==> src/design/vrtd_pkg.sv <==
// ----------------------------------------------------------------------------
// vrtd_pkg
// Shared types, address map constants and the tile row decode function for
// the video RAM with tile row decode.
// ----------------------------------------------------------------------------
package vrtd_pkg;

    localparam int TILE_BYTES_DEF        = 6144;
    localparam int MAP_BYTES_DEF         = 2048;
    localparam int SPRITE_ATTR_BYTES_DEF = 160;

    localparam logic [15:0] TILE_BASE      = 16'h8000;
    localparam logic [15:0] MAP_BASE       = 16'h9800;
    localparam logic [15:0] MAP_LIMIT      = 16'hA000;
    localparam logic [15:0] SPRITE_BASE    = 16'hFE00;
    localparam int          BYTES_PER_TILE = 16'h10;

    localparam int OFF_W = 13;

    typedef enum logic [1:0] {
        REQ_VRAM_RD   = 2'd0,
        REQ_VRAM_WR   = 2'd1,
        REQ_SPRITE_RD = 2'd2,
        REQ_SPRITE_WR = 2'd3
    } t_req_type;

    typedef enum logic [1:0] {
        RG_NONE   = 2'd0,
        RG_TILE   = 2'd1,
        RG_MAP    = 2'd2,
        RG_SPRITE = 2'd3
    } t_region;

    typedef enum logic [1:0] {
        S_CLEAR = 2'd0,
        S_IDLE  = 2'd1,
        S_LOAD  = 2'd2
    } t_state;

    typedef struct packed {
        logic clear;
        logic accept;
        logic finish;
    } t_dp_cmd;

    typedef struct packed {
        logic clear_done;
        logic out_free;
    } t_dp_sts;

    // eight 2-bit pixels, leftmost in bits 15:14, high plane bit as msb
    function automatic logic [15:0] interleave_planes(input logic [7:0] lo,
                                                      input logic [7:0] hi);
        logic [15:0] px;
        px = '0;
        for (int i = 0; i < 8; i++) begin
            px[2*i]   = lo[i];
            px[2*i+1] = hi[i];
        end
        return px;
    endfunction

endpackage

==> src/design/vrtd_ctrl.sv <==
// ----------------------------------------------------------------------------
// vrtd_ctrl
// Controller: clearing pass after reset, then one word at a time through an
// access step and a result step that waits for room in the output register.
// ----------------------------------------------------------------------------
module vrtd_ctrl
    import vrtd_pkg::*;
(
    input  logic    i_clk,
    input  logic    i_rst_n,
    input  logic    i_in_valid,
    output logic    o_in_ready,
    input  t_dp_sts i_sts,
    output t_dp_cmd o_cmd
);

    t_state r_state;
    t_state n_state;

    always_ff @(posedge i_clk) begin
        if (!i_rst_n) begin
            r_state <= S_CLEAR;
        end else begin
            r_state <= n_state;
        end
    end

    always_comb begin
        n_state    = r_state;
        o_in_ready = 1'b0;
        o_cmd      = '0;
        case (r_state)
            S_CLEAR: begin
                o_cmd.clear = 1'b1;
                if (i_sts.clear_done) begin
                    n_state = S_IDLE;
                end
            end
            S_IDLE: begin
                o_in_ready = 1'b1;
                if (i_in_valid) begin
                    o_cmd.accept = 1'b1;
                    n_state      = S_LOAD;
                end
            end
            S_LOAD: begin
                if (i_sts.out_free) begin
                    o_cmd.finish = 1'b1;
                    n_state      = S_IDLE;
                end
            end
            default: begin
                n_state = S_CLEAR;
            end
        endcase
    end

    a_accept_then_load: assert property (@(posedge i_clk) disable iff (!i_rst_n)
        o_cmd.accept |=> r_state == S_LOAD)
        else $error("accepted word did not move to the result cycle");

    a_finish_needs_room: assert property (@(posedge i_clk) disable iff (!i_rst_n)
        o_cmd.finish |-> i_sts.out_free)
        else $error("result loaded while the output register was held");

    a_no_accept_clearing: assert property (@(posedge i_clk) disable iff (!i_rst_n)
        o_cmd.clear |-> !o_in_ready && !o_cmd.accept)
        else $error("word taken during the clearing pass");

endmodule

==> config.mk <==
export PLATFORM = sky130hd
export DESIGN_NAME = vrtd_ctrl
export DESIGN_NICKNAME = d
export VERILOG_FILES = /design/src/design/vrtd_pkg.sv /design/src/design/vrtd_ctrl.sv
export SDC_FILE = /design/constraint.sdc
export NUM_CORES = 1
export LEC_CHECK = 0
export CAP_MARGIN = 25
export CORE_AREA = 5 5 42 44
export CTS_BUF_LIST = sky130_fd_sc_hd__clkbuf_8
export DETAILED_ROUTE_END_ITERATION = 16
export DIE_AREA = 0 0 47 49
export DONT_BUFFER_PORTS = 1
export PLACE_DENSITY = 0.3
export SLEW_MARGIN = 30
export SYNTH_ARGS = -nofsm -noshare
export SYNTH_HDL_FRONTEND = slang
export SYNTH_SLANG_ARGS = --single-unit
==> constraint.sdc <==
create_clock -name i_clk -period 1.5 [get_ports i_clk]
set_clock_uncertainty 0.05 [all_clocks]
set_input_delay 0.45 -clock i_clk [delete_from_list [all_inputs] [get_ports i_clk]]
set_output_delay 0.45 -clock i_clk [all_outputs]
set_load 0.02 [all_outputs]
==> report_table.html, run 1 <==
<table>
<tr><th>Metric</th><th>Value</th></tr>
<tr><th colspan="2">Status</th></tr>
<tr><td>Run status</td><td>completed</td></tr>
<tr><th colspan="2">Global route</th></tr>
<tr><td>Initial antenna violation count</td><td>0</td></tr>
<tr><td>Via count of the first global-routing pass</td><td>127</td></tr>
<tr><td>Global router's overall resource usage</td><td>3.80%</td></tr>
<tr><td>First-pass GRT wire length</td><td>538 um</td></tr>
<tr><td>Global-route congestion overflow total</td><td>0</td></tr>
<tr><td>Maximum number of pins on one net before global-route repair</td><td>8</td></tr>
<tr><th colspan="2">Yosys</th></tr>
<tr><td>Mean Syn Cell Area</td><td>9.59 sq um</td></tr>
<tr><td>Sequential cell area fraction in the yosys report</td><td>34.8%</td></tr>
<tr><td>FF+latch count, synth</td><td>2</td></tr>
<tr><td>Syn_nets</td><td>17</td></tr>
<tr><td>Count of cell types in the netlist</td><td>10</td></tr>
<tr><td>Warning count from the yosys run</td><td>0</td></tr>
<tr><td>Netlist area before placement</td><td>115 sq um</td></tr>
<tr><td>Number of cells produced by synthesis</td><td>12</td></tr>
<tr><th colspan="2">Detailed routing</th></tr>
<tr><td>TritonRoute pass-1 iters</td><td>2</td></tr>
<tr><td>Wire length per cell</td><td>10.4 um</td></tr>
<tr><td>Remaining antenna violation count</td><td>0</td></tr>
<tr><td>Via count</td><td>109</td></tr>
<tr><td>Sum of met3 wire segment lengths after detailed routing</td><td>93 um</td></tr>
<tr><td>Wire length on met2</td><td>83 um</td></tr>
<tr><td>DRT Wirelength</td><td>332 um</td></tr>
<tr><td>Avg Vias per Cell</td><td>3.41</td></tr>
<tr><td>Iter 0 DRT Violations</td><td>3</td></tr>
<tr><td>Detailed-route DRC error count</td><td>0</td></tr>
<tr><td>Max Used Layer</td><td>met3</td></tr>
<tr><td>Met1 layer wirelength in the final routing</td><td>155 um</td></tr>
<tr><th colspan="2">STA</th></tr>
<tr><td>Relative slew slack</td><td>74.3%</td></tr>
<tr><td>Peak Freq</td><td>725 MHz</td></tr>
<tr><td>Post-layout worst setup margin</td><td>0.121 ns</td></tr>
<tr><td>Unrepaired setup endpoints after global routing</td><td>false</td></tr>
<tr><td>Aggregate negative setup slack</td><td>0 ns</td></tr>
<tr><td>Post-route minimum period</td><td>1.38 ns</td></tr>
<tr><td>Hold slack final</td><td>0.315 ns</td></tr>
<tr><td>Max-slew violation count</td><td>0</td></tr>
<tr><td>Final worst-path cycle share</td><td>91.9%</td></tr>
<tr><td>Slew @ Worst Pin</td><td>0.384 ns</td></tr>
<tr><td>Final count of negative-setup-slack endpoints</td><td>0</td></tr>
<tr><td>Final hold violation count</td><td>0</td></tr>
<tr><th colspan="2">CTS</th></tr>
<tr><td>Number of H-tree branching levels</td><td>1</td></tr>
<tr><td>Root Buffer Master</td><td>clkbuf_8</td></tr>
<tr><td>CTS tree</td><td>built</td></tr>
<tr><td>Clock slew seen by the registers of the worst setup and hold paths</td><td>0.03 ns</td></tr>
<tr><td>Maximum clock path buffer count</td><td>2</td></tr>
<tr><td>Clock latency reported for the late side of the worst-skew pair</td><td>0.21 ns</td></tr>
<tr><td>Number of clock buffers inserted by TritonCTS</td><td>3</td></tr>
<tr><td>CTS Sinks</td><td>2</td></tr>
<tr><th colspan="2">Cells and area</th></tr>
<tr><td>Flip-flop count of the largest register after layout</td><td>2</td></tr>
<tr><td>Register containing the most flip-flops in the final layout</td><td>r_state</td></tr>
<tr><td>Antenna diode instance count</td><td>0</td></tr>
<tr><td>Nets@finish</td><td>23</td></tr>
<tr><td>Total non-filler cell area in the finished layout</td><td>186 sq um</td></tr>
<tr><td>Area growth, synth to finish</td><td>62.0%</td></tr>
<tr><td>Biggest regs</td><td>r_state (2)</td></tr>
<tr><td>Share of final-layout standard cells stronger than drive strength 1</td><td>56.3%</td></tr>
<tr><th colspan="2">Critical path</th></tr>
<tr><td>Data required time at the worst endpoint</td><td>1.00 ns</td></tr>
<tr><td>Reg2Reg Launch Point</td><td>r_state[1]</td></tr>
<tr><td>Maximum cell stage delay along the critical path</td><td>0.34 ns</td></tr>
<tr><td>Maximum fanout along the worst path</td><td>7</td></tr>
<tr><td>Data arrival at the endpoint of the critical path</td><td>0.88 ns</td></tr>
<tr><td>Crit end category</td><td>output port</td></tr>
<tr><td>Critical Path Source</td><td>r_state[0]</td></tr>
<tr><td>Critical path's slowest cell</td><td>dfxtp_2</td></tr>
<tr><td>List of cells traversed by the critical path</td><td>nor2_1</td></tr>
<tr><td>Startpoint kind of the worst setup timing path</td><td>register</td></tr>
<tr><td>Cell family with the largest share of critical-path delay</td><td>flip-flops</td></tr>
<tr><td>Crit path buffers/inverters</td><td>0</td></tr>
<tr><td>Type of the worst setup path</td><td>register to output port</td></tr>
<tr><th colspan="2">Floorplanning</th></tr>
<tr><td>Total number of placement rows</td><td>14</td></tr>
<tr><td>Overall die width</td><td>47 um</td></tr>
<tr><td>Core area</td><td>1400 sq um</td></tr>
<tr><td>Die area</td><td>2300 sq um</td></tr>
<tr><td>Chip Height</td><td>49 um</td></tr>
<tr><td>Io pins</td><td>9</td></tr>
<tr><td>Effective utilization at floorplan</td><td>8.21%</td></tr>
<tr><th colspan="2">Power and ir drop</th></tr>
<tr><td>NetSw</td><td>0.0609 mW</td></tr>
<tr><td>Leakage power of the design</td><td>0.0815 nW</td></tr>
<tr><td>Int Pwr</td><td>0.240 mW</td></tr>
<tr><td>Switching part of the total power</td><td>20.3%</td></tr>
<tr><td>Peak supply drop</td><td>0.448 mV</td></tr>
<tr><td>Portion of total power attributed to combinational logic</td><td>9.5%</td></tr>
<tr><td>PD cells</td><td>1610 nW/um^2</td></tr>
<tr><td>Sequential share of power</td><td>21.9%</td></tr>
<tr><td>Power after layout</td><td>0.301 mW</td></tr>
<tr><td>Clock power frac</td><td>68.6%</td></tr>
<tr><th colspan="2">Placed design</th></tr>
<tr><td>Worst setup slack before clock tree synthesis</td><td>0.273 ns</td></tr>
<tr><td>Final weighted congestion of routability-driven global placement</td><td>0.571</td></tr>
<tr><td>Post-place instance area</td><td>143 sq um</td></tr>
<tr><td>Estimated wirelength of the detail-placed design</td><td>243 um</td></tr>
<tr><td>Input/output buffers</td><td>0</td></tr>
<tr><th colspan="2">Hold path</th></tr>
<tr><td>Hold/Removal Path Class</td><td>input pin to register</td></tr>
<tr><td>Origin of the worst min-delay path</td><td>i_rst_n</td></tr>
<tr><th colspan="2">Run</th></tr>
<tr><td>Max cap viols</td><td>0</td></tr>
</table>
final cells by class:
type | count | area (sq um)
tap | 16 | 20.0
fill | 170 | 1210
clock buffer | 3 | 41.3
timing repair buffer | 1 | 7.51
multi-input combinational | 10 | 75.1
sequential | 2 | 42.5
worst register-to-register path, cell delays in order, from the launching register on:
cell	delay, ns
dfxtp_2	0.38
mux2_4	0.31
o211a_1	0.20
cells in the mapped netlist, drive strengths merged:
cell | number | share of area, %
and3b | 1 | 8.7
nor3b | 1 | 6.5
o21ai | 1 | 4.3
nor2 | 2 | 6.5
dfxtp | 2 | 35
mux2 | 1 | 13
o211a | 1 | 8.7
o21a | 1 | 6.5
nand2 | 1 | 3.3
and2b | 1 | 7.6
path summary, 6_finish.rpt:
| path | endpoint | slack, ns | cells after the start |
|---|---|---|---|
| worst max-delay path | o_cmd[2] | 0.12 | 1 |
| worst min-delay path | r_state[1] | 0.31 | 1 |
| worst min register to register | r_state[0] | 0.52 | 1 |
| worst max register to register | r_state[0] | 0.45 | 2 |
metal layers:
| layer | up-vias | GRT usage [%] |
|---|---|---|
| li1 | 51 | - |
| met1 | 47 | 4.81 |
| met2 | 11 | 2.71 |
| met3 | 0 | 4.06 |
| met4 | 0 | 4.15 |
| met5 | - | 0 |
per-stage QoR:
| stage | utilization [%] | std cells |
|---|---|---|
| 2_1_floorplan | - | 12 |
| 3_3_place_gp | 10.2 | 29 |
| 3_5_place_dp | 10.2 | 29 |
| 4_1_cts | 13.1 | 32 |
| 5_1_grt | 13.3 | 32 |
| 6_report | 13.3 | 32 |
kinds of logic after synthesis:
| logic type | share of synthesized area (%) |
|---|---|
| simple gates | 32.6 |
| compound gates | 19.6 |
| flops | 34.8 |
| mux | 13.0 |
placed cells by master, fill, tap and decap left out, drive strengths merged:
cell type,n
buf,1
and3b,1
nor3b,1
o211a,1
nand2,1
nor2,2
clkbuf,3
and2b,1
mux2,1
dfxtp,2
o21ai,1
o21a,1
power by group through the flow:
| stage | clock network [mW] | registers [mW] | logic (mW) |
|---|---|---|---|
| 2_1_floorplan | 0 | 0.0629 | 0.0259 |
| 3_3_place_gp | 0 | 0.0643 | 0.0283 |
| 3_5_place_dp | 0 | 0.0652 | 0.0284 |
| 4_1_cts | 0.214 | 0.0645 | 0.0288 |
| 5_1_grt | 0.222 | 0.0675 | 0.0313 |
| 6_report | 0.206 | 0.0658 | 0.0286 |
what timing repair did:
| item | in CTS | in global routing |
|---|---|---|
| resized for setup | 0 | 2 |
| setup buffers | 0 | 0 |
| setup endpoints to repair | 0 | 3 |
| hold buffers | 0 | 0 |
No activity file was read; power rests on OpenSTA's default activity.
==> run 2, diff against run 1 <==
- PLACE_DENSITY: 0.3 -> 0.32
==> run 2 against run 1 <==
Effect of this change:
- first-iteration DRC count decreased by 67%
- non-clock buffer count unchanged
- sequential power decreased by 2%
- die area unchanged
- core utilization decreased by 0.089 points
- flip-flop and latch count unchanged
- clock power increased by 2%
- clock-buffer cell count unchanged
- final cell count unchanged
- largest cell class unchanged
==> report_table.html, run 2 (synthesis gave the netlist of run 1 again) <==
<table>
<tr><th>Metric</th><th>Value</th></tr>
<tr><th colspan="2">Cells and area</th></tr>
<tr><td>Flip-flop count of the largest register after layout</td><td>2</td></tr>
<tr><td>Area growth, synth to finish</td><td>60.9%</td></tr>
<tr><td>Biggest regs</td><td>r_state (2)</td></tr>
<tr><td>Most used cells in the layout excluding fill and tap cells</td><td>clkbuf_8, nor2_1</td></tr>
<tr><td>Total non-filler cell area in the finished layout</td><td>185 sq um</td></tr>
<tr><td>Share of final-layout standard cells stronger than drive strength 1</td><td>50.0%</td></tr>
<tr><td>Fill cells</td><td>167</td></tr>
<tr><td>Register containing the most flip-flops in the final layout</td><td>r_state</td></tr>
<tr><td>Nets@finish</td><td>23</td></tr>
<tr><td>Area of the multi-input gates</td><td>75.1 sq um</td></tr>
<tr><td>Area taken by flip-flops and latches</td><td>41.3 sq um</td></tr>
<tr><td>Antenna diode instance count</td><td>0</td></tr>
<tr><td>Most common library cell in the layout ignoring fill and taps</td><td>clkbuf_8</td></tr>
<tr><th colspan="2">STA</th></tr>
<tr><td>Unrepaired setup endpoints after global routing</td><td>false</td></tr>
<tr><td>Peak Freq</td><td>706 MHz</td></tr>
<tr><td>Final worst-path cycle share</td><td>94.5%</td></tr>
<tr><td>Slew @ Worst Pin</td><td>0.382 ns</td></tr>
<tr><td>Aggregate negative setup slack</td><td>0 ns</td></tr>
<tr><td>Post-route minimum period</td><td>1.42 ns</td></tr>
<tr><td>Relative slew slack</td><td>74.5%</td></tr>
<tr><td>Final hold violation count</td><td>0</td></tr>
<tr><td>Max-slew violation count</td><td>0</td></tr>
<tr><td>Final count of negative-setup-slack endpoints</td><td>0</td></tr>
<tr><th colspan="2">Critical path</th></tr>
<tr><td>Setup slack on the worst flop-to-flop path</td><td>0.46 ns</td></tr>
<tr><td>Crit end category</td><td>output port</td></tr>
<tr><td>Startpoint kind of the worst setup timing path</td><td>register</td></tr>
<tr><td>Crit path buffers/inverters</td><td>0</td></tr>
<tr><td>Critical path's slowest cell</td><td>dfxtp_1</td></tr>
<tr><td>Data arrival at the endpoint of the critical path</td><td>0.92 ns</td></tr>
<tr><td>Data required time at the worst endpoint</td><td>1.00 ns</td></tr>
<tr><td>Maximum cell stage delay along the critical path</td><td>0.40 ns</td></tr>
<tr><td>Type of the worst setup path</td><td>register to output port</td></tr>
<tr><td>List of cells traversed by the critical path</td><td>and3b_2</td></tr>
<tr><td>Cell family with the largest share of critical-path delay</td><td>flip-flops</td></tr>
<tr><td>Maximum fanout along the worst path</td><td>7</td></tr>
<tr><th colspan="2">Power and ir drop</th></tr>
<tr><td>PD cells</td><td>1650 nW/um^2</td></tr>
<tr><td>NetSw</td><td>0.0654 mW</td></tr>
<tr><td>Leakage power of the design</td><td>0.0813 nW</td></tr>
<tr><td>Peak supply drop</td><td>0.327 mV</td></tr>
<tr><td>Int Pwr</td><td>0.240 mW</td></tr>
<tr><td>Switching part of the total power</td><td>21.4%</td></tr>
<tr><td>Clock power frac</td><td>69.3%</td></tr>
<tr><td>Sequential share of power</td><td>21.0%</td></tr>
<tr><td>Portion of total power attributed to combinational logic</td><td>9.7%</td></tr>
<tr><th colspan="2">Floorplanning</th></tr>
<tr><td>Io pins</td><td>9</td></tr>
<tr><td>Total number of placement rows</td><td>14</td></tr>
<tr><td>Effective utilization at floorplan</td><td>8.21%</td></tr>
<tr><td>Die area</td><td>2300 sq um</td></tr>
<tr><td>Core area</td><td>1400 sq um</td></tr>
<tr><td>Chip Height</td><td>49 um</td></tr>
<tr><td>Overall die width</td><td>47 um</td></tr>
<tr><th colspan="2">Detailed routing</th></tr>
<tr><td>DRT Wirelength</td><td>372 um</td></tr>
<tr><td>Iter 0 DRT Violations</td><td>1</td></tr>
<tr><td>Via count</td><td>110</td></tr>
<tr><td>Detailed-route DRC error count</td><td>0</td></tr>
<tr><td>Avg Vias per Cell</td><td>3.44</td></tr>
<tr><td>Remaining antenna violation count</td><td>0</td></tr>
<tr><td>TritonRoute pass-1 iters</td><td>4</td></tr>
<tr><td>Wire length per cell</td><td>11.6 um</td></tr>
<tr><th colspan="2">Global route</th></tr>
<tr><td>Initial antenna violation count</td><td>0</td></tr>
<tr><td>Via count of the first global-routing pass</td><td>127</td></tr>
<tr><td>Maximum number of pins on one net before global-route repair</td><td>8</td></tr>
<tr><td>Global router's overall resource usage</td><td>4.08%</td></tr>
<tr><td>First-pass GRT wire length</td><td>531 um</td></tr>
<tr><td>Global-route congestion overflow total</td><td>0</td></tr>
<tr><th colspan="2">CTS</th></tr>
<tr><td>Number of clock buffers inserted by TritonCTS</td><td>3</td></tr>
<tr><td>Post-CTS Resized</td><td>0</td></tr>
<tr><td>CTS Sinks</td><td>2</td></tr>
<tr><td>Buffer count from post-CTS setup fixing</td><td>0</td></tr>
<tr><td>Number of H-tree branching levels</td><td>1</td></tr>
<tr><td>Number of hold buffers added after CTS</td><td>0</td></tr>
<tr><td>Maximum clock path buffer count</td><td>2</td></tr>
<tr><td>Clock latency reported for the late side of the worst-skew pair</td><td>0.21 ns</td></tr>
<tr><td>Root Buffer Master</td><td>clkbuf_8</td></tr>
<tr><td>CTS tree</td><td>built</td></tr>
<tr><td>Clock slew seen by the registers of the worst setup and hold paths</td><td>0.03 ns</td></tr>
<tr><th colspan="2">Placed design</th></tr>
<tr><td>Final weighted congestion of routability-driven global placement</td><td>0.633</td></tr>
<tr><td>Post-place instance area</td><td>143 sq um</td></tr>
<tr><td>Input/output buffers</td><td>0</td></tr>
<tr><th colspan="2">Status</th></tr>
<tr><td>Run status</td><td>completed</td></tr>
<tr><th colspan="2">Run</th></tr>
<tr><td>Max cap viols</td><td>0</td></tr>
<tr><th colspan="2">Hold path</th></tr>
<tr><td>Hold/Removal Path Class</td><td>input pin to register</td></tr>
</table>
-- run 2: cell counts in the layout (fill, tap and decap cells not counted) --
Identical to the previous run, type by type.
-- run 2: stage by stage --
stage | setup slack, ns | hold slack, ns | instances | total power [mW] | utilization [%]
after floorplan | 0.225 | 0.508 | 12 | 0.0888 | -
after global placement | 0.252 | 0.523 | 29 | 0.0930 | 10.2
after detailed placement | 0.260 | 0.531 | 29 | 0.0945 | 10.2
after CTS | 0.0330 | 0.307 | 32 | 0.318 | 13.1
after global routing | 0.0432 | 0.315 | 32 | 0.325 | 13.2
final | 0.0827 | 0.313 | 32 | 0.305 | 13.2
-- run 2: layer usage --
metal | vias to the layer above | GRT usage [%] | routed length (um)
met5 | - | 0 | 0
met4 | 0 | 5.53 | 0
met3 | 0 | 5.90 | 103
met2 | 13 | 3.39 | 126
met1 | 46 | 3.28 | 143
li1 | 51 | - | -
-- run 2: layout make-up --
class | count | area share [%]
Tap cell | 16 | 10.8
Timing Repair Buffer | 1 | 4.05
Multi-Input combinational cell | 10 | 40.5
Clock buffer | 3 | 22.3
Sequential cell | 2 | 22.3
-- run 2: power groups by stage --
stage / combinational (mW) / clock (mW) / sequential, mW
global placement: 0.0295 / 0 / 0.0635
global route: 0.0318 / 0.228 / 0.0648
detailed placement: 0.0301 / 0 / 0.0644
finish: 0.0295 / 0.211 / 0.0642
floorplan: 0.0259 / 0 / 0.0629
CTS: 0.0301 / 0.224 / 0.0638
-- run 2: path summary, 6_finish.rpt --
check,depth (start not counted),to,start
worst max register to register,2,r_state[0],r_state[1]
worst min-delay path,1,r_state[1],i_rst_n
worst min register to register,1,r_state[0],r_state[0]
worst max-delay path,1,o_cmd[1],r_state[0]
